## src/hw/rtl/cpa_pkg.sv

```systemverilog
// ----------------------------------------------------------------------------
// cpa_pkg
// Codes and controller/datapath interface types of the page allocator.
// ----------------------------------------------------------------------------
package cpa_pkg;

	// Width used for zone, run and frame range arithmetic.
	localparam int AW = 22;

	localparam logic [1:0] FUNC_ALLOC = 2'd0;
	localparam logic [1:0] FUNC_FREE  = 2'd1;
	localparam logic [1:0] FUNC_OWN   = 2'd2;

	localparam logic [2:0] ST_OK      = 3'd0;
	localparam logic [2:0] ST_OOM     = 3'd1;
	localparam logic [2:0] ST_OUTSIDE = 3'd2;
	localparam logic [2:0] ST_FREE    = 3'd3;
	localparam logic [2:0] ST_REFUSED = 3'd4;

	localparam logic CFG_ZONE_BASE  = 1'b0;
	localparam logic CFG_ZONE_COUNT = 1'b1;

	typedef struct packed {
		logic       load;
		logic       clr_wr;
		logic       rd;
		logic       adv_start;
		logic       adv_off;
		logic       clr_off;
		logic       mark_wr;
		logic       dec_wr;
		logic       own_wr;
		logic       set_status;
		logic [2:0] code;
		logic       take_frame;
		logic       push;
	} cmd_t;

	typedef struct packed {
		logic clr_done;
		logic n_zero;
		logic cand_fits;
		logic cand_aligned;
		logic rd_busy;
		logic rd_one;
		logic owner_zero;
		logic off_last;
		logic off_end;
		logic in_zone;
		logic out_free;
	} sts_t;

endpackage

```

## src/hw/rtl/cpa_ctrl.sv

```systemverilog
// ----------------------------------------------------------------------------
// cpa_ctrl
// Sequencer for the clearing pass, alloc search and marking, free and own.
// ----------------------------------------------------------------------------
module cpa_ctrl (
	input  logic          clk,
	input  logic          arst_n,
	input  logic          in_valid,
	output logic          in_ready,
	input  logic [1:0]    func,
	input  cpa_pkg::sts_t sts,
	output cpa_pkg::cmd_t cmd
);

	typedef enum logic [3:0] {
		S_CLEAR, S_IDLE, S_A_CHK, S_A_TST, S_A_MARK,
		S_F_CHK, S_F_TST, S_O_CHK, S_O_TST, S_FINISH
	} state_t;

	state_t state_q, state_d;

	assign in_ready = (state_q == S_IDLE);

	always_comb begin
		cmd     = '0;
		state_d = state_q;
		case (state_q)
			S_CLEAR: begin
				cmd.clr_wr = 1'b1;
				if (sts.clr_done) state_d = S_IDLE;
			end
			S_IDLE: begin
				if (in_valid) begin
					cmd.load = 1'b1;
					case (func)
						cpa_pkg::FUNC_ALLOC: state_d = S_A_CHK;
						cpa_pkg::FUNC_FREE:  state_d = S_F_CHK;
						cpa_pkg::FUNC_OWN:   state_d = S_O_CHK;
						default:             state_d = S_FINISH;
					endcase
				end
			end
			S_A_CHK: begin
				if (sts.n_zero || !sts.cand_fits) begin
					cmd.set_status = 1'b1;
					cmd.code       = cpa_pkg::ST_OOM;
					state_d        = S_FINISH;
				end else if (!sts.cand_aligned) begin
					cmd.adv_start = 1'b1;
				end else begin
					cmd.rd  = 1'b1;
					state_d = S_A_TST;
				end
			end
			S_A_TST: begin
				if (sts.rd_busy) begin
					cmd.adv_start = 1'b1;
					state_d       = S_A_CHK;
				end else if (sts.off_last) begin
					cmd.clr_off = 1'b1;
					state_d     = S_A_MARK;
				end else begin
					cmd.adv_off = 1'b1;
					state_d     = S_A_CHK;
				end
			end
			S_A_MARK: begin
				cmd.mark_wr = 1'b1;
				if (sts.off_last) begin
					cmd.take_frame = 1'b1;
					state_d        = S_FINISH;
				end else begin
					cmd.adv_off = 1'b1;
				end
			end
			S_F_CHK: begin
				if (sts.off_end) begin
					state_d = S_FINISH;
				end else if (!sts.in_zone) begin
					cmd.set_status = 1'b1;
					cmd.code       = cpa_pkg::ST_OUTSIDE;
					cmd.adv_off    = 1'b1;
				end else begin
					cmd.rd  = 1'b1;
					state_d = S_F_TST;
				end
			end
			S_F_TST: begin
				if (sts.rd_busy) begin
					cmd.dec_wr = 1'b1;
				end else begin
					cmd.set_status = 1'b1;
					cmd.code       = cpa_pkg::ST_FREE;
				end
				cmd.adv_off = 1'b1;
				state_d     = S_F_CHK;
			end
			S_O_CHK: begin
				if (!sts.in_zone) begin
					cmd.set_status = 1'b1;
					cmd.code       = cpa_pkg::ST_OUTSIDE;
					state_d        = S_FINISH;
				end else begin
					cmd.rd  = 1'b1;
					state_d = S_O_TST;
				end
			end
			S_O_TST: begin
				if (sts.rd_one && sts.owner_zero) begin
					cmd.own_wr = 1'b1;
				end else begin
					cmd.set_status = 1'b1;
					cmd.code       = cpa_pkg::ST_REFUSED;
				end
				state_d = S_FINISH;
			end
			S_FINISH: begin
				if (sts.out_free) begin
					cmd.push = 1'b1;
					state_d  = S_IDLE;
				end
			end
			default: state_d = S_IDLE;
		endcase
	end

	always_ff @(posedge clk or negedge arst_n) begin
		if (!arst_n) begin
			state_q <= S_CLEAR;
		end else begin
			state_q <= state_d;
		end
	end

endmodule

```

## config.mk

```make
export PLATFORM = sky130hd
export DESIGN_NAME = cpa_ctrl
export DESIGN_NICKNAME = d
export VERILOG_FILES = /design/src/hw/rtl/cpa_pkg.sv /design/src/hw/rtl/cpa_ctrl.sv
export SDC_FILE = /design/constraint.sdc
export NUM_CORES = 1
export LEC_CHECK = 0
export BUFFER_PORTS_ARGS = -buffer_cell sky130_fd_sc_hd__buf_2
export CORE_AREA = 3 3 42 44
export DETAILED_ROUTE_END_ITERATION = 7
export DIE_AREA = 0 0 45 47
export PLACE_DENSITY = 0.79
export SLEW_MARGIN = 10
export SYNTH_ARGS = -nofsm -noshare
export SYNTH_HDL_FRONTEND = slang
export SYNTH_SLANG_ARGS = --single-unit
```

## constraint.sdc

```tcl
create_clock -name clk -period 3.1 [get_ports clk]
set_clock_uncertainty 0.15 [all_clocks]
set_input_delay 0.62 -clock clk [delete_from_list [all_inputs] [get_ports clk]]
set_output_delay 0.62 -clock clk [all_outputs]
set_load 0.1 [all_outputs]
```

==> results.sh <==
export IMPL_path_delay_family="buffers and inverters"
export IMPL_row_count=14
export IMPL_start_kind="register"
export IMPL_clock_latency_ns=0.25
export IMPL_regArea_um2=100
export IMPL_synth_edff_count=0
export IMPL_clk_pin_slew_ns=0.04
export IMPL_cts_tree="built"
export IMPL_htreeDepth=1
export IMPL_ff2ff_path_depth=5
export IMPL_largestRegisters="state_q (4)"
export IMPL_finalSetupViolCount=0
export IMPL_grt_pass1_vias=717
export IMPL_core_mm2=0.00147
export IMPL_cap_violations=0
export IMPL_initial_core_util_pct=46.6
export IMPL_regToRegStartpoint="state_q[3]"
export IMPL_drcViolationCount=0
export IMPL_crit_type="reg2out"
export IMPL_post_route_min_period_ns=2.71
export IMPL_yosysWarnings=0
export IMPL_worstMarginPinSlew_ns=0.492
export IMPL_port_buffers=31
export IMPL_cts_resized=0
export IMPL_grt_max_degree=20
export IMPL_finalCritPeriodShare_pct=87.5
export IMPL_hold_viol=0
export IMPL_final_util_pct=64.2
export IMPL_final_nets=143
export IMPL_io_pins=32
export IMPL_p_leak_uw=0.000467
export IMPL_antenna_left=0
export IMPL_fmax_mhz=369
export IMPL_detail_route_vias_per_cell=6.01
export IMPL_synthFlopType="dfrtp_1"
export IMPL_ir_drop_uv=470
export IMPL_hold_buffers=0
export IMPL_crit_cells=6
export IMPL_syn_instance_count=89
export IMPL_crit_arrival_ns=1.94
export IMPL_syn_num_nets=108
export IMPL_hp_class="in2async"
export IMPL_drtIter0Drc=22
export IMPL_cp_required_ns=2.33
export IMPL_placed_cells=135
export IMPL_dpl_hpwl_um=1550
export IMPL_avgSynthCellArea_um2=7.70
export IMPL_critPathLaunch="state_q[3]"
export IMPL_cts_root_buffer="clkbuf_4"
export IMPL_grt_pass1_wl_um=3020
export IMPL_critical_path_endpoint_type="output port"
export IMPL_gp_congestion=0.844
export IMPL_die_width_um=45
export IMPL_yosysSeqAreaShare_pct=14.6
export IMPL_dr_pass1_iters=4
export IMPL_largest_reg_flops=4
export IMPL_multi_input_area_um2=598
export IMPL_slowest_delay_ns=0.43
export IMPL_cp_max_fo=13
export IMPL_drive_above_1_share_pct=45.9
export IMPL_crit_buf_inv=2
export IMPL_outcome="finished, final reports clean"
export IMPL_antenna_cells=0
export IMPL_slowest_stage="buf_2"
export IMPL_post_cts_buffers=0
export IMPL_numClockSinks=4
export IMPL_slew_headroom_pct=67.4
export IMPL_p_per_area_mw_per_mm2=1000
export IMPL_synthToLayoutAreaGrowth_pct=37.8
export IMPL_drt_wl_total_um=1920
export IMPL_numCtsBuffers=3
export IMPL_num_fill_cells=135
export IMPL_die_h_um=47
export IMPL_gr_total_overflow=0
export IMPL_r2r_setup_slack_ns=1.25
export IMPL_grtUsageTotal_pct=19.8
export IMPL_final_cell_count_no_fill=138
export IMPL_cts_max_path_buffers=2
export IMPL_rsz0062_at_grt="false"
export IMPL_die_area_mm2=0.00212
export IMPL_wl_per_cell_um=13.9
export IMPL_largest_register="state_q"
export IMPL_cp_cell_sequence="buf_4 -> or2_4 -> nor3_1 -> nand2_1 -> o21ai_1 -> buf_2"
export IMPL_vias=830
export IMPL_synth_cell_types=36
export IMPL_ys_ff_latch=4
export IMPL_r2r_end="state_q[0]"
export IMPL_setup_worst_path_end="cmd[12]"
export IMPL_total_power_uw=949
export IMPL_async_flop_share_pct=100
export IMPL_antenna_found_initial=0
export IMPL_slew_viol_final=0
export IMPL_synth_cell_area_um2=686
[power by group]
part | internal [µW] | leakage, µW | total (µW) | switching [µW]
clock network | 43.6 | 0.0000138 | 69.5 | 25.9
registers | 73.1 | 0.0000494 | 83.9 | 10.7
logic | 218 | 0.000404 | 795 | 577
total | 335 | 0.000467 | 949 | 614
[cells by family after synthesis]
group / after synthesis / synth area share, %
compound gates: 25 / 28.1
mux: 2 / 4.38
buf+inv: 10 / 7.30
flops: 4 / 14.6
simple gates: 45 / 40.1
fa+ha+maj: 3 / 5.48
[area by class of cell]
class | count | area share [%]
clock buffers | 3 | 2.38
inverters | 5 | 1.99
multi-input cells | 75 | 63.3
flip-flops and latches | 4 | 10.6
well taps | 16 | 2.12
repair buffers | 35 | 19.6
[through the flow]
| step | worst slack, ns | TNS [ns] | instance area, µm² | hold slack (ns) |
|---|---|---|---|---|
| 2_1_floorplan | -0.586 | -0.586 | 748 | 0.174 |
| 3_3_place_gp | 0.494 | 0 | 922 | 0.272 |
| 3_5_place_dp | 0.477 | 0 | 922 | 0.278 |
| 4_1_cts | 0.392 | 0 | 945 | 0.0207 |
| 5_1_grt | 0.293 | 0 | 945 | 0.0105 |
| 6_report | 0.387 | 0 | 945 | 0.0121 |
[worst register-to-register path, cell delays in order (launching register included)]
cell	delay, ns
dfrtp_1	0.38
buf_4	0.19
or2_4	0.30
nor4_4	0.32
nor3_2	0.09
mux2_4	0.30
[cells in the mapped netlist (2+ instances only)]
| cell type | instances | share of area, % |
|---|---|---|
| or3_1 | 3 | 2.7 |
| ha_1 | 3 | 5.5 |
| a21oi_1 | 4 | 2.9 |
| and2_1 | 3 | 2.7 |
| inv_1 | 5 | 2.7 |
| o21ai_0 | 4 | 2.9 |
| mux2_4 | 2 | 4.4 |
| dfrtp_1 | 4 | 15 |
| a211oi_1 | 2 | 2.2 |
| nand2b_1 | 5 | 4.6 |
| nand2_1 | 3 | 1.6 |
| buf_2 | 4 | 2.9 |
| nor2b_1 | 4 | 3.6 |
| nor3b_1 | 3 | 3.3 |
| nor2_1 | 7 | 3.8 |
| o31ai_1 | 3 | 3.3 |
| nor3_1 | 10 | 7.3 |
| o211a_1 | 2 | 2.9 |
[worst min-delay path by stage]
stage,cells after the start,to,slack (ns),start
3_3_place_gp,1,state_q[1],0.27,arst_n
2_1_floorplan,0,state_q[0],0.17,arst_n
6_report,1,state_q[0],0.01,arst_n
4_1_cts,1,state_q[0],0.02,arst_n
3_5_place_dp,1,state_q[2],0.28,arst_n
5_1_grt,1,state_q[0],0.01,arst_n
[metal layers]
metal  part of all wire (%)  global-route usage (%)  vias to the layer above
met5                      0                       0                        -
met4                    3.3                    11.7                        0
met3                    6.6                    2.68                        9
met2                     49                    33.3                       41
met1                     41                    24.1                      382
li1                       -                       -                      398
[layout by cell type (no fill, tap or decap), types with 3 or more instances in the layout]
cell type,Yosys,routed
buf_2,4,31
nor2_1,7,6
inv_1,5,5
nand2b_1,5,5
nor3_1,10,5
nor3_2,1,5
nor2b_1,4,4
buf_4,0,4
dfrtp_1,4,4
a21oi_1,4,3
nand2_1,3,3
nor3b_1,3,3
or3_1,3,3
o21ai_0,4,3
ha_1,3,3
clkbuf_4,0,3
No activity file was read; power rests on OpenSTA's default activity.
